<file path="src/hdl/sida_pkg.sv">
// Package for the signed integer to decimal ASCII unit.
// Holds widths, character codes and the controller state type.
// No dependencies.
package sida_pkg;

  localparam int unsigned ValueWidth  = 32;
  localparam int unsigned CharWidth   = 8;
  localparam int unsigned NumDigits   = 10;
  localparam int unsigned DigitWidth  = 4;
  localparam int unsigned BcdWidth    = NumDigits * DigitWidth;
  localparam int unsigned BitCntWidth = $clog2(ValueWidth);
  localparam int unsigned DigCntWidth = $clog2(NumDigits + 1);

  localparam logic [CharWidth-1:0] CharZero  = 8'h30;
  localparam logic [CharWidth-1:0] CharMinus = 8'h2D;

  typedef enum logic [1:0] {
    StIdle,
    StConv,
    StSign,
    StDigits
  } state_e;

endpackage

</file>
<file path="src/hdl/sida_stream_if.sv">
// Valid/ready channel interfaces of the signed integer to decimal ASCII unit.
// Depends on sida_pkg for the payload widths.
interface sida_in_if;
  logic                                   valid;
  logic                                   ready;
  logic signed [sida_pkg::ValueWidth-1:0] value;

  modport source (output valid, output value, input ready);
  modport sink   (input valid, input value, output ready);
endinterface

interface sida_out_if;
  logic                             valid;
  logic                             ready;
  logic [sida_pkg::CharWidth-1:0]   char_code;
  logic                             is_last;

  modport source (output valid, output char_code, output is_last, input ready);
  modport sink   (input valid, input char_code, input is_last, output ready);
endinterface

</file>
<file path="src/hdl/signed_int_to_decimal_ascii_unit.sv">
// Signed 32-bit integer to decimal ASCII text, one character per output item.
// Bit-serial binary to BCD conversion comes first, then the sign of a negative value,
// then each digit position in turn (leading zero skipped or character sent). Output
// stalls can hold the sign and the digits. A new value is accepted only in idle,
// once the last character of the previous value has been loaded.
// Reset (asynchronous, active low) returns the controller to idle with no output.
module signed_int_to_decimal_ascii_unit (
  input  logic         clk_i,
  input  logic         rst_ni,
  sida_in_if.sink      in_i,
  sida_out_if.source   out_o
);

  localparam int unsigned VW = sida_pkg::ValueWidth;
  localparam int unsigned BW = sida_pkg::BcdWidth;
  localparam int unsigned DW = sida_pkg::DigitWidth;

  sida_pkg::state_e state_q, state_d;

  logic [VW-1:0]                        mag_q, mag_d;
  logic [BW-1:0]                        bcd_q, bcd_d;
  logic [BW-1:0]                        bcd_adj;
  logic                                 neg_q, neg_d;
  logic [sida_pkg::BitCntWidth-1:0]     bit_cnt_q, bit_cnt_d;
  logic [sida_pkg::DigCntWidth-1:0]     dig_cnt_q, dig_cnt_d;
  logic                                 started_q, started_d;
  logic                                 ovalid_q, ovalid_d;
  logic [sida_pkg::CharWidth-1:0]       ochar_q, ochar_d;
  logic                                 olast_q, olast_d;

  logic          out_free;
  logic [DW-1:0] top_digit;
  logic          last_digit;
  logic          skip_zero;
  logic          in_accept;
  logic          conv_done;

  assign out_free   = !ovalid_q || out_o.ready;
  assign top_digit  = bcd_q[BW-1 -: DW];
  assign last_digit = (dig_cnt_q == sida_pkg::DigCntWidth'(1));
  assign skip_zero  = !started_q && (top_digit == '0) && !last_digit;
  assign in_accept  = in_i.valid && in_i.ready;
  assign conv_done  = (bit_cnt_q == sida_pkg::BitCntWidth'(VW - 1));

  assign in_i.ready      = (state_q == sida_pkg::StIdle);
  assign out_o.valid     = ovalid_q;
  assign out_o.char_code = ochar_q;
  assign out_o.is_last   = olast_q;

  // Add-3 correction on every BCD digit that is 5 or more, ahead of the shift.
  always_comb begin
    for (int d = 0; d < int'(sida_pkg::NumDigits); d++) begin
      if (bcd_q[d*DW +: DW] >= DW'(5)) begin
        bcd_adj[d*DW +: DW] = bcd_q[d*DW +: DW] + DW'(3);
      end else begin
        bcd_adj[d*DW +: DW] = bcd_q[d*DW +: DW];
      end
    end
  end

  // Next state.
  always_comb begin
    state_d = state_q;
    unique case (state_q)
      sida_pkg::StIdle: begin
        if (in_i.valid) state_d = sida_pkg::StConv;
      end
      sida_pkg::StConv: begin
        if (conv_done) state_d = neg_q ? sida_pkg::StSign : sida_pkg::StDigits;
      end
      sida_pkg::StSign: begin
        if (out_free) state_d = sida_pkg::StDigits;
      end
      sida_pkg::StDigits: begin
        if (!skip_zero && out_free && last_digit) state_d = sida_pkg::StIdle;
      end
      default: state_d = sida_pkg::StIdle;
    endcase
  end

  // Datapath and output register.
  always_comb begin
    mag_d     = mag_q;
    bcd_d     = bcd_q;
    neg_d     = neg_q;
    bit_cnt_d = bit_cnt_q;
    dig_cnt_d = dig_cnt_q;
    started_d = started_q;
    ovalid_d  = ovalid_q && !out_o.ready;
    ochar_d   = ochar_q;
    olast_d   = olast_q;
    unique case (state_q)
      sida_pkg::StIdle: begin
        if (in_i.valid) begin
          neg_d     = in_i.value[VW-1];
          mag_d     = in_i.value[VW-1] ? (VW'(0) - VW'(in_i.value)) : VW'(in_i.value);
          bcd_d     = '0;
          bit_cnt_d = '0;
        end
      end
      sida_pkg::StConv: begin
        bcd_d     = {bcd_adj[BW-2:0], mag_q[VW-1]};
        mag_d     = {mag_q[VW-2:0], 1'b0};
        bit_cnt_d = bit_cnt_q + sida_pkg::BitCntWidth'(1);
        dig_cnt_d = sida_pkg::DigCntWidth'(sida_pkg::NumDigits);
        started_d = 1'b0;
      end
      sida_pkg::StSign: begin
        if (out_free) begin
          ovalid_d = 1'b1;
          ochar_d  = sida_pkg::CharMinus;
          olast_d  = 1'b0;
        end
      end
      sida_pkg::StDigits: begin
        if (skip_zero) begin
          bcd_d     = {bcd_q[BW-DW-1:0], {DW{1'b0}}};
          dig_cnt_d = dig_cnt_q - sida_pkg::DigCntWidth'(1);
        end else if (out_free) begin
          ovalid_d  = 1'b1;
          ochar_d   = sida_pkg::CharZero + {{(sida_pkg::CharWidth-DW){1'b0}}, top_digit};
          olast_d   = last_digit;
          bcd_d     = {bcd_q[BW-DW-1:0], {DW{1'b0}}};
          dig_cnt_d = dig_cnt_q - sida_pkg::DigCntWidth'(1);
          started_d = 1'b1;
        end
      end
      default: ;
    endcase
  end

  always_ff @(posedge clk_i or negedge rst_ni) begin
    if (!rst_ni) begin
      state_q   <= sida_pkg::StIdle;
      ovalid_q  <= 1'b0;
      bit_cnt_q <= '0;
      dig_cnt_q <= '0;
      started_q <= 1'b0;
      neg_q     <= 1'b0;
    end else begin
      state_q   <= state_d;
      ovalid_q  <= ovalid_d;
      bit_cnt_q <= bit_cnt_d;
      dig_cnt_q <= dig_cnt_d;
      started_q <= started_d;
      neg_q     <= neg_d;
    end
  end

  always_ff @(posedge clk_i) begin
    mag_q   <= mag_d;
    bcd_q   <= bcd_d;
    ochar_q <= ochar_d;
    olast_q <= olast_d;
  end

  // An accepted item always starts a conversion.
  a_accept_starts_conv: assert property (@(posedge clk_i) disable iff (!rst_ni)
    in_accept |=> (state_q == sida_pkg::StConv))
    else $error("accepted item did not start conversion");

  // A minus sign is never the final character.
  a_minus_not_last: assert property (@(posedge clk_i) disable iff (!rst_ni)
    (ovalid_q && (ochar_q == sida_pkg::CharMinus)) |-> !olast_q)
    else $error("minus sign flagged as last character");

  // The sign state is entered only for negative values.
  a_sign_only_neg: assert property (@(posedge clk_i) disable iff (!rst_ni)
    (state_q == sida_pkg::StSign) |-> neg_q)
    else $error("sign state entered for a non-negative value");

  // The digit phase always has at least one digit left to send.
  a_digits_left: assert property (@(posedge clk_i) disable iff (!rst_ni)
    (state_q == sida_pkg::StDigits) |-> (dig_cnt_q != '0))
    else $error("digit phase with no digits left");

  // Returning to idle happens only right after the last character is loaded.
  a_idle_after_last: assert property (@(posedge clk_i) disable iff (!rst_ni)
    ((state_q == sida_pkg::StDigits) && (state_d == sida_pkg::StIdle)) |=> (ovalid_q && olast_q))
    else $error("returned to idle without loading the last character");

endmodule
</file>
<file path="src/flat_wrapper.sv">
// flat-port wrapper written by rule: the top's interface ports become plain ports
module signed_int_to_decimal_ascii_unit_flat 
  (clk_i, rst_ni, in_i_valid, in_i_value, in_i_ready, out_o_valid, out_o_char_code, out_o_is_last, out_o_ready);
  sida_in_if in_i_i ();
  sida_out_if out_o_i ();
  input  logic clk_i;
  input  logic rst_ni;
  input wire logic [$bits(in_i_i.valid)-1:0] in_i_valid;
  input wire logic [$bits(in_i_i.value)-1:0] in_i_value;
  output wire logic [$bits(in_i_i.ready)-1:0] in_i_ready;
  output wire logic [$bits(out_o_i.valid)-1:0] out_o_valid;
  output wire logic [$bits(out_o_i.char_code)-1:0] out_o_char_code;
  output wire logic [$bits(out_o_i.is_last)-1:0] out_o_is_last;
  input wire logic [$bits(out_o_i.ready)-1:0] out_o_ready;
  assign in_i_i.valid = in_i_valid;
  assign in_i_i.value = in_i_value;
  assign in_i_ready = in_i_i.ready;
  assign out_o_valid = out_o_i.valid;
  assign out_o_char_code = out_o_i.char_code;
  assign out_o_is_last = out_o_i.is_last;
  assign out_o_i.ready = out_o_ready;
  signed_int_to_decimal_ascii_unit u_core (.clk_i(clk_i), .rst_ni(rst_ni), .in_i(in_i_i), .out_o(out_o_i));
endmodule
</file>
<file path="config.mk">
export PLATFORM = sky130hd
export DESIGN_NAME = signed_int_to_decimal_ascii_unit_flat
export DESIGN_NICKNAME = d
export VERILOG_FILES = /design/src/hdl/sida_pkg.sv /design/src/hdl/sida_stream_if.sv /design/src/hdl/signed_int_to_decimal_ascii_unit.sv /design/src/flat_wrapper.sv
export SDC_FILE = /design/constraint.sdc
export NUM_CORES = 1
export LEC_CHECK = 0
export BUFFER_PORTS_ARGS = -buffer_cell sky130_fd_sc_hd__buf_2
export CAP_MARGIN = 5
export CORE_ASPECT_RATIO = 2
export CORE_MARGIN = 8
export CORE_UTILIZATION = 40
export DETAILED_ROUTE_END_ITERATION = 7
export SLEW_MARGIN = 20
export SYNTH_ARGS = -nofsm -noshare
export SYNTH_HDL_FRONTEND = slang
export SYNTH_SLANG_ARGS = --single-unit
</file>
<file path="constraint.sdc">
create_clock -name clk_i -period 4.9 [get_ports clk_i]
set_clock_uncertainty 0.1 [all_clocks]
set_input_delay 1.47 -clock clk_i [delete_from_list [all_inputs] [get_ports clk_i]]
set_output_delay 1.47 -clock clk_i [all_outputs]
set_load 0.02 [all_outputs]
</file>
==> metrics.cfg, run 1 <==
[run_status]
outcome = finished clean

[sta]
max_slew_margin = 0.488
setup_tns_ns = 0
worst_slew_pin_slew_ns = 0.767
setup_viol = 0
rsz0062_at_grt = false
slew_violations = 0
fmax_mhz = 286
period_minus_slack_ns = 3.50
fin_crit_sh = 0.714
hold_viol = 0

[synth]
synth_cell_types = 63
avgSynthCellArea_um2 = 9.77
ys_async_sr_fraction = 0.152
ys.flop_type = edfxtp_1
yosysMostFrequentCell = edfxtp_1
yosys.area.top_type = edfxtp_1
yosysTopAreaCellShare = 0.398
synth.cell_area_mm2 = 0.00588
synth_area_leaders = edfxtp_1 (40%), ha_1 (6.4%), dfrtp_1 (6.0%)
ys_seq_area_frac = 0.458
netlist_instances = 602
synth-edff-count = 78
synth_commonest_cells = edfxtp_1 (78), o21ai_0 (54), nand2_1 (52), a21oi_1 (35), inv_1 (34)
ys_ff_latch = 92
yosys_warnings = 0

[place]
routabilityCongestion = 0.801
place_hpwl_um = 9700
io_buffers = 43
placed_cell_area_mm2 = 0.00624

[global_route]
track_usage = 0.144
grt_pass1_wl_um = 22000
antenna_found_initial = 0
overflow = 0
grt_pass1_vias = 4684
grt_max_degree = 80

[clocking]
cts_tree = yes
hold_buffers = 0
cts_resized = 0
clockRootBuffer = clkbuf_16
cts.sinks = 92
clockBufferDepth = 2
insertion_delay_ns = 0.34
path_clk_slew_ns = 0.08
post-cts-setup-buffers = 0
ctsHtreeMaxLevel = 3
cts_buffers = 9

[setup_path]
path_cells = inv_1 -> ha_1 -> or4b_2 -> o211ai_1 -> o211a_1 -> buf_4
end_kind = flop
max_stage_delay_ns = 0.69
required_ns = 4.80
path_buf_inv = 2
crit_fanout = 25
cp_slowest_cell = o211a_1
path_delay_family = compound AO/OA/AOI/OAI gates
critPathLaunchType = flop
critPathArrivalTime_ns = 3.40
critPathKind = flop to flop

[cells_and_area]
final_net_count = 693
areaGrowthSynthToFinish_pct = 11.1
fin_util = 0.456
n_antenna_cell = 0
drive_above_1_share = 0.123
fin_area_mm2 = 0.00654

[routing]
antenna_left = 0
vias_per_cell = 5.66
wl_um = 13400
drt_first_pass_iters = 6
wl_per_cell_um = 16.2
drt_iter0_drc = 211
drc_errors = 0
vias = 4665

[floorplanning]
die-area_mm2 = 0.0191
die_y_um = 188
fp.coreArea_mm2 = 0.0144
rows = 62
die_w_um = 102
initial_utilization = 0.410
ios = 47

[pwr]
cellLeakagePower_nw = 2.49
max-vdd-ir-drop_mv = 0.293
powerDensity_mw_per_mm2 = 654

[hold_path]
hold_path_class = flop to flop

[job]
drv_cap = 0

-- metal layers --
layer | vias to the layer above | share of wire | track usage
met5 | - | 0 | 0
met4 | 0 | 0.028 | 0.0682
met3 | 23 | 0.029 | 0.0208
met2 | 91 | 0.55 | 0.270
met1 | 2260 | 0.39 | 0.146
li1 | 2291 | - | -
-- worst min-delay path, stage by stage (launching register included) --
cell     delay (ns)
dfrtp_1        0.35
nand2_1        0.05
o21ai_0        0.06
-- stage by stage --
stage | hold WS (ns) | std cells | worst slack, ns | total power, mW
3_3_place_gp | 0.365 | 808 | 1.12 | 3.53
3_5_place_dp | 0.379 | 808 | 1.07 | 3.62
5_1_grt | 0.436 | 824 | 1.15 | 4.62
2_1_floorplan | 0.348 | 603 | 1.33 | 3.11
6_report | 0.394 | 824 | 1.40 | 4.28
4_1_cts | 0.394 | 824 | 1.34 | 4.33
-- state kept, by name, summed over array words and instances (netlist names), 2 cells and up --
signal                  cells
u_core.bcd_q               40
u_core.bit_cnt_q            5
u_core.dig_cnt_q            4
u_core.mag_q               32
u_core.out_o.char_code      5
u_core.state_q              2
-- power by group --
part / internal, mW / switching [mW]
Sequential: 1.48 / 0.272
Clock: 0.383 / 0.317
Combinational: 0.693 / 1.14
-- path summary, 6_finish.rpt --
kind,from,to,slack [ns],cells after the start
setup / recovery,u_core.bcd_q[36]$_DFFE_PP_,u_core.bcd_q[1]$_DFFE_PP_,1.40,6
setup reg to reg,u_core.bcd_q[36]$_DFFE_PP_,u_core.bcd_q[1]$_DFFE_PP_,1.40,6
hold reg to reg,u_core.neg_q$_DFFE_PN0P_,u_core.neg_q$_DFFE_PN0P_,0.39,2
max in group asynchronous,rst_ni,u_core.dig_cnt_q[2]$_DFFE_PN0P_,3.54,1
min in group asynchronous,rst_ni,u_core.state_q[0]$_DFFE_PN0P_,0.91,1
hold / removal,u_core.neg_q$_DFFE_PN0P_,u_core.neg_q$_DFFE_PN0P_,0.39,2
-- cell type report --
class | count | area (µm²)
Clock buffer | 10 | 250
Sequential cell | 92 | 2690
Tap cell | 192 | 240
Inverter | 35 | 131
Fill cell | 1395 | 7810
Clock inverter | 6 | 50.0
Timing Repair Buffer | 50 | 268
Multi-Input combinational cell | 439 | 2910
-- placed cells by master (no fill, tap or decap), types with 19 or more instances in the layout --
master,Yosys,routed
edfxtp_1,78,78
nand2_1,52,52
o21ai_0,54,54
inv_1,34,34
a21oi_1,35,35
ha_1,30,29
buf_2,2,43
nand2b_1,25,25
nor2_1,29,29
nand3_1,19,19
-- cells by family (layout without fill, tap and decap cells) --
logic type | after synthesis | in the layout | synth area share
AOI/OAI and AO/OA | 161 | 161 | 0.179
xor gates and xnor gates | 24 | 24 | 0.0357
adders and majority gates | 30 | 30 | 0.0638
buffers and inverters | 72 | 101 | 0.0496
DFF | 92 | 92 | 0.458
muxes | 12 | 12 | 0.0208
other | 2 | 3 | 0.00128
and+or+nand+nor | 209 | 209 | 0.192
Note: power is estimated with default switching activity, not from simulation.
==> run 2: changes to the inputs <==
- clock period: 4.9 -> 3.6 ns (I/O delays scaled with it)
==> metrics.cfg, run 2 (same netlist as run 1, synthesis figures left out) <==
[setup_path]
required_ns = 3.50
crit_fanout = 32
critPathLaunchType = flop
end_kind = flop
max_stage_delay_ns = 0.60
cp_slowest_cell = or4b_2
path_cells = inv_1 -> ha_1 -> or4b_2 -> o211ai_1 -> o211a_1 -> buf_4
path_buf_inv = 2
path_delay_family = compound AO/OA/AOI/OAI gates
critPathArrivalTime_ns = 2.96
critPathKind = flop to flop

[run_status]
outcome = finished clean

[floorplanning]
die_w_um = 102
ios = 47
initial_utilization = 0.410
rows = 62
die_y_um = 188
die-area_mm2 = 0.0191
fp.coreArea_mm2 = 0.0144

[clocking]
cts_resized = 0
cts_buffers = 9
ctsHtreeMaxLevel = 3
insertion_delay_ns = 0.35
hold_buffers = 0
cts_tree = yes
clockRootBuffer = clkbuf_16
cts.sinks = 92
path_clk_slew_ns = 0.07
clockBufferDepth = 2
post-cts-setup-buffers = 0

[pwr]
cellLeakagePower_nw = 2.58
powerDensity_mw_per_mm2 = 908
max-vdd-ir-drop_mv = 0.342

[routing]
antenna_left = 0
wl_per_cell_um = 16.7
vias = 4716
vias_per_cell = 5.65
drc_errors = 0
drt_iter0_drc = 217
drt_first_pass_iters = 4
wl_um = 13900

[place]
io_buffers = 43
routabilityCongestion = 0.823
place_hpwl_um = 9880
placed_cell_area_mm2 = 0.00631
dp_cells = 818

[global_route]
grt_max_degree = 52
overflow = 0
grt_use_met3 = 0.0297
antenna_found_initial = 0
grt.busiest_layer = met2
grt_pass1_wl_um = 23300
grt_pass1_vias = 4829
track_usage = 0.152
use_met1 = 0.161
met2_usage = 0.277

[job]
drv_cap = 0

[cells_and_area]
final_common_cell = edfxtp_1
drive_above_1_share = 0.137
fin_area_mm2 = 0.00667
largest_reg_flops = 40
final_net_count = 703
regMostFlops = u_core.bcd_q
areaGrowthSynthToFinish_pct = 13.4
final_cell_mix = edfxtp_1 (78), o21ai_0 (54), nand2_1 (52)
n_antenna_cell = 0
reg.largest.list = u_core.bcd_q: 40 flops, u_core.mag_q: 32 flops
final_cells = 834

[sta]
rsz0062_at_grt = false
worst_slew_pin_slew_ns = 0.657
setup_tns_ns = 0
setup_viol = 0
fin_crit_sh = 0.850
hold_viol = 0
slew_violations = 0
max_slew_margin = 0.560
period_minus_slack_ns = 3.06
fmax_mhz = 327

[hold_path]
hold_path_class = flop to flop

run 2: cell types whose count changed in the layout (fill, tap and decap cells not counted):
cell / change
bufinv_16: +2
clkinv_4: +1
clkbuf_16: +1
buf_4: +10
inv_6: -2
clkinvlp_4: -2
run 2: metrics by stage:
step	worst slack [ns]	utilization	hold WS, ns	total power [mW]
2_1_floorplan	0.422	-	0.348	4.23
3_3_place_gp	0.276	0.440	0.363	4.86
3_5_place_dp	0.236	0.440	0.378	4.97
4_1_cts	0.505	0.465	0.393	6.12
5_1_grt	0.374	0.465	0.425	6.52
6_report	0.540	0.465	0.384	6.06
run 2: routing by layer:
layer  vias to the layer above  part of all wire
met1                      2272              0.39
met4                         0             0.023
met3                        22             0.034
met5                         -                 0
li1                       2313                 -
met2                       109              0.55
run 2: where the power goes:
part	switching [mW]	total [mW]	internal (mW)
clock network	0.428	1.13	0.699
registers	0.365	2.37	2.01
logic	1.59	2.56	0.970
run 2: worst paths after layout:
check	startpoint	end	slack (ns)	cells past startpoint
setup / recovery	u_core.bcd_q[36]$_DFFE_PP_	u_core.bcd_q[9]$_DFFE_PP_	0.54	6
hold / removal	u_core.neg_q$_DFFE_PN0P_	u_core.neg_q$_DFFE_PN0P_	0.38	2
setup reg to reg	u_core.bcd_q[36]$_DFFE_PP_	u_core.bcd_q[9]$_DFFE_PP_	0.54	6
hold reg to reg	u_core.neg_q$_DFFE_PN0P_	u_core.neg_q$_DFFE_PN0P_	0.38	2
max in group asynchronous	rst_ni	u_core.dig_cnt_q[2]$_DFFE_PN0P_	2.61	1
min in group asynchronous	rst_ni	u_core.state_q[0]$_DFFE_PN0P_	0.52	1
run 2: layout make-up:
| cell class | instances | area, µm² |
|---|---|---|
| fill | 1366 | 7680 |
| multi-input combinational | 439 | 2910 |
| sequential | 92 | 2690 |
| timing repair buffer | 60 | 343 |
| clock buffer | 11 | 275 |
| tap | 192 | 240 |
| inverter | 35 | 131 |
| clock inverter | 5 | 86.3 |
run 2: worst min-delay path, cell delays in order (launching register included):
cell and delay [ns]:
dfrtp_1 0.34, nand2_1 0.04, o21ai_0 0.06
